--- config.mk ---
export PLATFORM = sky130hd
export DESIGN_NAME = positional_list_insert_delete_top
export DESIGN_NICKNAME = d
export VERILOG_FILES = /design/src/hdl/plist_pkg.sv /design/src/hdl/plist_cell.sv /design/src/hdl/positional_list_insert_delete_top.sv
export SDC_FILE = /design/constraint.sdc
export NUM_CORES = 1
export LEC_CHECK = 0
export ABC_AREA = 1
export BUFFER_PORTS_ARGS = -buffer_cell sky130_fd_sc_hd__buf_4
export CAP_MARGIN = 30
export CORE_ASPECT_RATIO = 1.4
export CORE_UTILIZATION = 48
export DETAILED_ROUTE_END_ITERATION = 8
export GPL_TIMING_DRIVEN = 0
export PLACE_DENSITY = 0.69
export SLEW_MARGIN = 0
export SYNTH_ARGS = -nofsm -noshare
export SYNTH_HDL_FRONTEND = slang
export SYNTH_SLANG_ARGS = --single-unit
--- constraint.sdc ---
create_clock -name clk_i -period 12.8 [get_ports clk_i]
set_clock_uncertainty 0.2 [all_clocks]
set_input_delay 0.64 -clock clk_i [delete_from_list [all_inputs] [get_ports clk_i]]
set_output_delay 0.64 -clock clk_i [all_outputs]
set_load 0.01 [all_outputs]
--- src/hdl/plist_pkg.sv ---
`timescale 1ns / 1ps
// ----------------------------------------------------------------------------
// plist_pkg
// Shared types and constants for the positional list block.
// ----------------------------------------------------------------------------
package plist_pkg;

  localparam int unsigned DataW       = 32;
  localparam int unsigned PosW        = 3;
  localparam int unsigned CntW        = 4;
  localparam int unsigned CapacityDef = 8;
  localparam int unsigned PosSpan     = 1 << PosW;

  typedef enum logic [1:0] {
    CMD_INSERT = 2'd0,
    CMD_DELETE = 2'd1,
    CMD_READ   = 2'd2,
    CMD_CLEAR  = 2'd3
  } cmd_e;

  typedef enum logic [1:0] {
    ST_OK     = 2'd0,
    ST_FULL   = 2'd1,
    ST_BADPOS = 2'd2,
    ST_EMPTY  = 2'd3
  } status_e;

  // broadcast to every cell in the row
  typedef struct packed {
    logic             ins;
    logic             del;
    logic [PosW-1:0]  pos;
    logic [DataW-1:0] value;
  } cell_ctrl_t;

endpackage

--- src/hdl/plist_cell.sv ---
`timescale 1ns / 1ps
// ----------------------------------------------------------------------------
// plist_cell
// One list slot: loads from its left neighbor on insert, from its right
// neighbor on delete, or the new value when it sits at the insert position.
// ----------------------------------------------------------------------------
module plist_cell
  import plist_pkg::*;
#(
  parameter int unsigned IDX   = 0,
  parameter int unsigned CMP_W = 3
) (
  input  logic             clk_i,
  input  cell_ctrl_t       ctrl_i,
  input  logic [DataW-1:0] left_i,
  input  logic [DataW-1:0] right_i,
  output logic [DataW-1:0] data_o
);

  localparam logic [CMP_W-1:0] MyIdx = CMP_W'(IDX);

  logic [DataW-1:0] data_q, data_d;
  logic [CMP_W-1:0] pos_x;

  assign pos_x = CMP_W'(ctrl_i.pos);

  always_comb begin
    data_d = data_q;
    if (ctrl_i.ins) begin
      if (MyIdx > pos_x) begin
        data_d = left_i;
      end else if (MyIdx == pos_x) begin
        data_d = ctrl_i.value;
      end
    end else if (ctrl_i.del && (MyIdx >= pos_x)) begin
      data_d = right_i;
    end
  end

  always_ff @(posedge clk_i) begin
    data_q <= data_d;
  end

  assign data_o = data_q;

endmodule

--- src/hdl/positional_list_insert_delete_top.sv ---
`timescale 1ns / 1ps
// ----------------------------------------------------------------------------
// positional_list_insert_delete_top
// Bounded ordered list of signed 32-bit entries held in a row of cells.
// ----------------------------------------------------------------------------
//  channel  dir  tdata (low bit up)                      tuser
//  s_axis   in   value[31:0], position[34:32], pad       cmd[1:0]
//  m_axis   out  read_value[31:0], count[35:32], pad     status[1:0]
//
// The whole shift happens in the cell row on the edge that accepts a request,
// and the result lands in the output register.
// One request per cycle is sustained while m_axis_tready is high; a stalled
// result holds the output register and blocks s_axis_tready.
// Reset clears the length and the output valid; entries are not reset.
// ----------------------------------------------------------------------------
module positional_list_insert_delete_top
  import plist_pkg::*;
#(
  parameter int unsigned CAPACITY = CapacityDef
) (
  input  logic        clk_i,
  input  logic        rst_ni,
  input  logic        s_axis_tvalid,
  output logic        s_axis_tready,
  input  logic [39:0] s_axis_tdata,   // value[31:0], position[34:32], zero pad
  input  logic [1:0]  s_axis_tuser,   // cmd[1:0]
  output logic        m_axis_tvalid,
  input  logic        m_axis_tready,
  output logic [39:0] m_axis_tdata,   // read_value[31:0], count[35:32], zero pad
  output logic [1:0]  m_axis_tuser    // status[1:0]
);

  // length holds 0..CAPACITY
  localparam int unsigned LenW  = $clog2(CAPACITY + 1);
  // common width for position / length compares
  localparam int unsigned CmpW  = (LenW > PosW) ? LenW : PosW;
  localparam int unsigned LenXW = (LenW > CntW) ? LenW : CntW;
  localparam logic [LenW-1:0] Cap = LenW'(CAPACITY);

  // ---- input unpack
  logic             accept;
  cmd_e             cmd;
  logic [DataW-1:0] in_value;
  logic [PosW-1:0]  in_pos;

  assign cmd      = cmd_e'(s_axis_tuser);
  assign in_value = s_axis_tdata[DataW-1:0];
  assign in_pos   = s_axis_tdata[DataW+PosW-1:DataW];

  // ---- state
  logic [LenW-1:0]  len_q, len_d;
  logic             out_valid_q;
  status_e          status_q, status_d;
  logic [DataW-1:0] rdata_q, rdata_d;
  logic [CntW-1:0]  count_q;
  logic [LenXW-1:0] len_x;

  // accept while the output slot is free or being drained
  assign s_axis_tready = !out_valid_q || m_axis_tready;
  assign accept        = s_axis_tvalid && s_axis_tready;

  // ---- cell row
  cell_ctrl_t       ctrl;
  logic [DataW-1:0] cell_q [CAPACITY];
  logic [DataW-1:0] rd_tap [PosSpan];

  logic [CmpW-1:0] pos_x, len_c;
  assign pos_x = CmpW'(in_pos);
  assign len_c = CmpW'(len_q);

  genvar gi;
  generate
    for (gi = 0; gi < CAPACITY; gi++) begin : g_cell
      logic [DataW-1:0] left, right;
      if (gi == 0) begin : g_first
        assign left = in_value;            // never shifted into slot zero
      end else begin : g_mid_l
        assign left = cell_q[gi-1];
      end
      if (gi == CAPACITY - 1) begin : g_last
        assign right = '0;                 // vacated top slot, unreadable
      end else begin : g_mid_r
        assign right = cell_q[gi+1];
      end
      plist_cell #(
        .IDX   (gi),
        .CMP_W (CmpW)
      ) u_cell (
        .clk_i   (clk_i),
        .ctrl_i  (ctrl),
        .left_i  (left),
        .right_i (right),
        .data_o  (cell_q[gi])
      );
    end

    // read taps: only the first positions are addressable
    for (gi = 0; gi < PosSpan; gi++) begin : g_tap
      if (gi < CAPACITY) begin : g_on
        assign rd_tap[gi] = cell_q[gi];
      end else begin : g_off
        assign rd_tap[gi] = '0;
      end
    end
  endgenerate

  // ---- command decode and status
  always_comb begin
    ctrl.ins   = 1'b0;
    ctrl.del   = 1'b0;
    ctrl.pos   = in_pos;
    ctrl.value = in_value;
    status_d   = ST_OK;
    rdata_d    = '0;
    len_d      = len_q;
    case (cmd)
      CMD_INSERT: begin
        if (len_q >= Cap) begin
          status_d = ST_FULL;
        end else if (pos_x > len_c) begin
          status_d = ST_BADPOS;
        end else begin
          ctrl.ins = accept;
          len_d    = len_q + LenW'(1);
        end
      end
      CMD_DELETE: begin
        if (len_q == '0) begin
          status_d = ST_EMPTY;
        end else if (pos_x >= len_c) begin
          status_d = ST_BADPOS;
        end else begin
          ctrl.del = accept;
          len_d    = len_q - LenW'(1);
        end
      end
      CMD_READ: begin
        if (len_q == '0) begin
          status_d = ST_EMPTY;
        end else if (pos_x >= len_c) begin
          status_d = ST_BADPOS;
        end else begin
          rdata_d = rd_tap[in_pos];
        end
      end
      CMD_CLEAR: begin
        len_d = '0;
      end
      default: begin
        status_d = ST_OK;
      end
    endcase
  end

  assign len_x = LenXW'(len_d);

  // ---- control registers
  always_ff @(posedge clk_i or negedge rst_ni) begin
    if (!rst_ni) begin
      len_q       <= '0;
      out_valid_q <= 1'b0;
    end else begin
      if (accept) begin
        len_q       <= len_d;
        out_valid_q <= 1'b1;
      end else if (m_axis_tready) begin
        out_valid_q <= 1'b0;
      end
    end
  end

  // ---- result payload
  always_ff @(posedge clk_i) begin
    if (accept) begin
      status_q <= status_d;
      rdata_q  <= rdata_d;
      count_q  <= len_x[CntW-1:0];
    end
  end

  assign m_axis_tvalid = out_valid_q;
  assign m_axis_tuser  = status_q;
  assign m_axis_tdata  = {4'b0000, count_q, rdata_q};

endmodule

== Yosys cells after proc, flatten, opt, wreduce, memory -nomap -nowiden ==
Index checks and enable logic that the tools add are counted.

* Register bits: 299
* Input port bits: 46
* Output and inout bits: 44
* Logic and storage cells: 141

* Add/subtract/negate cells: 2
* Magnitude comparators: 20
* Eq/ne operators: 18
* Multiplexer cells: 53
* Bitwise operators: 2
* Reductions and logical operators: 33

{| class="wikitable"
|+ Operator list
! operator !! count
|-
| $mux 32 || 34
|-
| $bmux 32 s3 || 1
|-
| $ne 3x1->1 const B || 8
|-
| $reduce_bool 2->1 || 9
|-
| $mux 4 || 4
|-
| $reduce_and 2->1 || 8
|-
| $eq 3x3->1 const A || 4
|-
| $ge 3x3->1 const A || 4
|-
| $gt 3x3->1 const A || 4
|-
| $pmux 4 s3 || 1
|-
| $logic_and 1x1->1 || 9
|-
| $ge 4x4->1 const B || 2
|-
| $logic_not 4->1 || 2
|-
| $mux 1 || 8
|-
| $mux 2 || 4
|-
| $eq 2x3->1 const A || 2
|-
| $ge 1x3->1 const A || 2
|-
| $ge 2x3->1 const A || 2
|-
| $gt 1x3->1 const A || 2
|-
| $gt 2x3->1 const A || 2
|-
| $add 4x1->4 const B || 1
|-
| $eq 2x2->1 const B || 2
|-
| $ge 3x4->1 || 1
|-
| $gt 3x4->1 || 1
|-
| 11 further kinds || 11
|}

== Logic depth before layout (Yosys ltp) ==
* Word-level depth: 9
* Depth in mapped cells: 16
* Mapped depth without buffers: 14

== Cells and area by module ==
A second synthesis with hierarchy kept.

* Cell total of the unflattened synthesis: 2710
* Area total of the unflattened synthesis: 20432.1 µm²

{| class="wikitable"
|+ Modules (own cells, without submodules)
! module !! times used !! cells an instance !! area each (µm²)
|-
| positional_list_insert_delete_top || 1 || 626 || 4140.2
|-
| plist_cell at g_cell[3].u_cell || 1 || 278 || 2459.9
|-
| plist_cell at g_cell[6].u_cell || 1 || 279 || 2130.8
|-
| plist_cell at g_cell[7].u_cell || 1 || 281 || 2077.0
|-
| plist_cell at g_cell[1].u_cell || 1 || 277 || 2021.9
|-
| plist_cell at g_cell[5].u_cell || 1 || 277 || 2015.7
|-
| plist_cell at g_cell[2].u_cell || 1 || 276 || 2011.9
|-
| plist_cell at g_cell[4].u_cell || 1 || 276 || 2006.9
|-
| plist_cell at g_cell[0].u_cell || 1 || 140 || 1567.8
|}

== Least setup slack after synthesis ==
OpenSTA, ideal clock, no wires.

* Path type: input -> register
* Start: input m_axis_tready
* End: register g_cell[2].u_cell.data_q[0], enable pin
* Library setup time: 432 ps
* Data arrival time: 4785 ps
* Setup slack: 7383 ps
* Cell stages on the path: 9
* Path through: inv_1 -> nand2_1 -> nand2_1 -> inv_1 -> nand4_2 -> buf_2 -> nand2_1 -> nand2_1 -> a21oi_1

* Word-level cells in the longest chain between the ends: 8
* Elaborated cells on any way between the ends: 12
* Classes of those cells: 1 x eq/ne; 6 x mux; 5 x reduce/logical

{| class="wikitable"
|+ Ends and longest elaborated chain
! item !! line !! text
|-
| start: declaration || positional_list_insert_delete_top.sv:28 || <nowiki>input logic m_axis_tready,</nowiki>
|-
| $logic_or 1x1->1 * || positional_list_insert_delete_top.sv:59 || <nowiki>assign s_axis_tready = !out_valid_q || m_axis_tready;</nowiki>
|-
| named net s_axis_tready || positional_list_insert_delete_top.sv:24 || <nowiki>output logic s_axis_tready,</nowiki>
|-
| $logic_and 1x1->1 * || positional_list_insert_delete_top.sv:60 || <nowiki>assign accept = s_axis_tvalid && s_axis_tready;</nowiki>
|-
| named net accept || positional_list_insert_delete_top.sv:41 || <nowiki>logic accept;</nowiki>
|-
| $mux 1 || positional_list_insert_delete_top.sv:130 || <nowiki>end else if (pos_x >= len_c) begin</nowiki>
|-
| $mux 1 || positional_list_insert_delete_top.sv:128 || <nowiki>if (len_q == '0) begin</nowiki>
|-
| $mux 1 || positional_list_insert_delete_top.sv:116 || <nowiki>case (cmd)</nowiki>
|-
| $logic_and 1x1->1 || plist_cell.sv:35 || <nowiki>end else if (ctrl_i.del && (MyIdx >= pos_x)) begin</nowiki>
|-
| $reduce_bool 2->1 (no line) || - ||
|-
| $reduce_and 2->1 (no line) * || - ||
|-
| end signal: assignment || plist_cell.sv:41 || <nowiki>data_q <= data_d;</nowiki>
|-
| end: declaration || plist_cell.sv:22 || <nowiki>logic [DataW-1:0] data_q, data_d;</nowiki>
|}

The timed path passes the listed nets; every way through them passes the cells marked *.
A chain may end at the register's enable or synchronous reset.

== Worst setup path after layout ==
* Start: input s_axis_tdata[32]
* End: register g_cell[2].u_cell.data_q[23], enable pin

* Word-level cells in the longest chain between the ends: 7
* Elaborated cells on any way between the ends: 15
* Classes of those cells: 4 x order compare; 2 x eq/ne; 6 x mux; 3 x reduce/logical

{| class="wikitable"
|+ Ends and longest elaborated chain
! item !! line !! text
|-
| start: declaration || positional_list_insert_delete_top.sv:25 || <nowiki>input logic [39:0] s_axis_tdata,</nowiki>
|-
| $ge 3x4->1 || positional_list_insert_delete_top.sv:130 ||
|-
| $mux 1 || positional_list_insert_delete_top.sv:130 ||
|-
| $mux 1 || positional_list_insert_delete_top.sv:128 ||
|-
| $mux 1 || positional_list_insert_delete_top.sv:116 ||
|-
| $logic_and 1x1->1 || plist_cell.sv:35 ||
|-
| $reduce_bool 2->1 (no line) || - ||
|-
| $reduce_and 2->1 (no line) * || - ||
|}

Every way passes the cells marked *; elsewhere a longest branch is shown, timed or not.

==> metrics.cfg <==
[sta]
hold_viol = 0
rsz0062_at_grt = false
fin_tns_setup_ns = 0
relSlewSlack = 0.2206
worst_slew_pin_slew_ns = 1.169
fmax_ghz = 0.2180
maxSlewViolCount = 0
setup_viol = 0
fin_crit_ns = 4.586
fin_crit_sh = 0.3583

[floorplan]
fp.dieH_um = 220.8
dieArea_sq_um = 34950
start_util = 0.4913
die_w_um = 158.3
core_area_sq_um = 33410
pin_count = 90
rows = 79

[critical_path]
reg2reg_depth = 13
required_ns = 12.89
r2r-start = len_c[2]
path_cells = buf_2, inv_2, clkbuf_1, ha_1, inv_1, nand2_1, nand2_1, nand2_1, nand2_2, nand2_2, nand4_2, buf_2, nand2_2, buf_12, nand2_1, a21oi_4, buf_16
reg2reg_slack_ns = 8.55
r2r-end = g_cell[2].u_cell.data_o[23]
crit_path_end_kind = register
crit_type = input pin to register
slowest_stage = a21oi_4
worstPathMaxFanout = 25
cp_common_cell = nand2_1
cpPeakStageDelay_ns = 0.67
worstSetupStartpointType = input pin
critPathArrivalTime_ns = 4.68

[route]
drc = 0
viasPerCell = 6.674
routed_wl_um = 66440
drt_first_iter_violations = 2734
num_vias = 16180
wl_per_cell_um = 27.40
drtAntennaViolNets = 0
dr.pass1.iters = 8

[clock_network]
clockBufferDepth = 3
htree_levels = 1
cts.reportedPaths.clkPinSlew_ns = 0.06
cts_buffers = 30
postCtsSetupBuffers = 0
root_buffer = clkbuf_16
worstSkewPairLatency_ns = 0.60
cts.sinks = 299
cts_tree = yes

[final_layout]
final_area_sq_um = 18890
final_cell_mix = 438 x nand2_1, 294 x edfxtp_1, 214 x o21ai_0, 151 x inv_1, 146 x a31oi_1
final_common_cell = nand2_1
layout-drive-gt1-share = 0.1025
fin_nets = 2015
fillCellCount = 3082
antenna_cells = 0
syn2layout_area_growth_pct = 15.07

[synth]
synth_area_per_cell_sq_um = 8.964
yosysSeqAreaShare = 0.5455
yosys_warnings = 0
syn_area_sq_um = 16410
ys_types = 30
synth_top_area_frac = 0.5379
synthCells = 1831
synthTopCellsByArea = edfxtp_1 54%, nand2_1 10%, o21ai_0 6.5%
ys_seq_elements = 299
synth_area_leader_cell = edfxtp_1

[hold_path]
hold_end = m_axis_tvalid
min_path_cells = 4
min_path_type = input pin to register
worstHoldStart = m_axis_tready

[power]
p_per_area_nw_per_um2 = 134.8
p_leak_nw = 7.093
vdd_drop_max_mv = 0.1002

[global_route]
grt_usage = 0.3846
grt_pass1_vias = 15370
grt_pass1_wl_um = 95880
grt_start_max_net_pins = 26
grt_antenna_before_repair = 1
overflow = 0

[status]
status = finished clean

[placed_design]
place_congestion = 0.9761
port_buffers = 79
placed_area_sq_um = 17830
hpwl_um = 43300

[flow_run]
drv_cap = 0

==> cell usage after synthesis <==
| library cell | count |
|---|---|
| clkinv_1 | 2 |
| o21ai_0 | 214 |
| buf_4 | 17 |
| and2_1 | 4 |
| a21oi_1 | 77 |
| buf_2 | 8 |
| buf_1 | 13 |
| a31oi_1 | 146 |
| buf_6 | 19 |
| o211ai_1 | 97 |
| nand4_1 | 8 |
| nor2_1 | 143 |
| nand4_2 | 1 |
| inv_1 | 153 |
| nor2_2 | 2 |
| xor2_1 | 1 |
| edfxtp_1 | 294 |
| clkbuf_1 | 89 |
| nand3_1 | 25 |
| o22ai_1 | 1 |
| buf_8 | 1 |
| o221ai_1 | 38 |
| nand2_1 | 439 |
| nor3_1 | 2 |
| inv_2 | 5 |
| dfrtp_1 | 5 |
| nand2_2 | 4 |
| ha_1 | 10 |
| conb_1 | 1 |
| o21ai_1 | 12 |
==> layout make-up <==
| class | instances | area, sq um | share of cell area |
|---|---|---|---|
| multi-input cells | 1228 | 6146 | 0.3254 |
| plain buffers | 147 | 779.5 | 0.04127 |
| flip-flops and latches | 299 | 8954 | 0.4741 |
| well taps | 445 | 556.8 | 0.02948 |
| clock inverters | 19 | 197.7 | 0.01047 |
| repair buffers | 93 | 865.8 | 0.04584 |
| inverters | 160 | 600.6 | 0.03180 |
| clock buffers | 34 | 787.0 | 0.04167 |
==> flip-flops by register name (all words and copies together) (netlist names) <==
| signal | count |
|---|---|
| count_q | 4 |
| m_axis_tuser | 2 |
| len_c | 4 |
| g_cell.u_cell.data_o | 256 |
| rdata_q | 32 |
| m_axis_tvalid | 1 |
==> worst max-delay path, delay by kind of cell <==
kind	cells	cell delay (ns)
buffers and inverters	7	1.89
and+or+nand+nor	8	1.17
AOI/OAI and AO/OA	1	0.67
adders and majority gates	1	0.26
==> through the flow <==
| step | cells | hold WS (ns) | util | setup slack (ns) | power [mW] |
|---|---|---|---|---|---|
| floorplan | 1834 | 0.1444 | - | 7.383 | 1.431 |
| global placement | 2358 | 0.2475 | 0.5260 | 4.017 | 1.600 |
| detailed placement | 2367 | 0.2476 | 0.5337 | 7.786 | 1.615 |
| CTS | 2421 | 0.1349 | 0.5635 | 8.376 | 2.512 |
| global route | 2425 | 0.1711 | 0.5653 | 8.156 | 2.600 |
| finish | 2425 | 0.1308 | 0.5653 | 8.214 | 2.546 |
==> power breakdown <==
group / internal, mW / switching (mW)
Clock: 0.519 / 0.407
Sequential: 1.14 / 0.0256
Combinational: 0.129 / 0.321
==> how the worst max path moves through the flow <==
stage / startpoint / endpoint / cells past startpoint
floorplan: m_axis_tready / g_cell[2].u_cell.data_o[0] / 9
global placement: m_axis_tready / g_cell[2].u_cell.data_o[15] / 10
detailed placement: s_axis_tdata[32] / g_cell[2].u_cell.data_o[15] / 17
CTS: s_axis_tdata[32] / g_cell[2].u_cell.data_o[18] / 17
global route: s_axis_tdata[32] / g_cell[2].u_cell.data_o[17] / 17
finish: s_axis_tdata[32] / g_cell[2].u_cell.data_o[23] / 17
==> routing by layer <==
metal,track usage,vias up,wire (um)
li1,-,6748,-
met1,0.4703,7566,22390
met2,0.5807,1496,29180
met3,0.1095,374,9309
met4,0.2772,0,5553
met5,0,-,0
==> cells by family (layout without fill, tap and decap cells) <==
family | Yosys count | in the layout | synth area share
other cells | 1 | 4 | 0.0002285
fa+ha+maj | 10 | 10 | 0.007623
xor+xnor | 1 | 1 | 0.0005337
flops | 299 | 299 | 0.5455
buf+inv | 307 | 453 | 0.08408
simple gates | 628 | 628 | 0.1490
compound gates | 585 | 585 | 0.2131
==> repair_timing <==
item | CTS | global route
endpoints found under the hold margin | 5 | 0
hold buffers | 1 | 0
gates resized for setup | 0 | 0
Power figures use the tool's default switching activity.
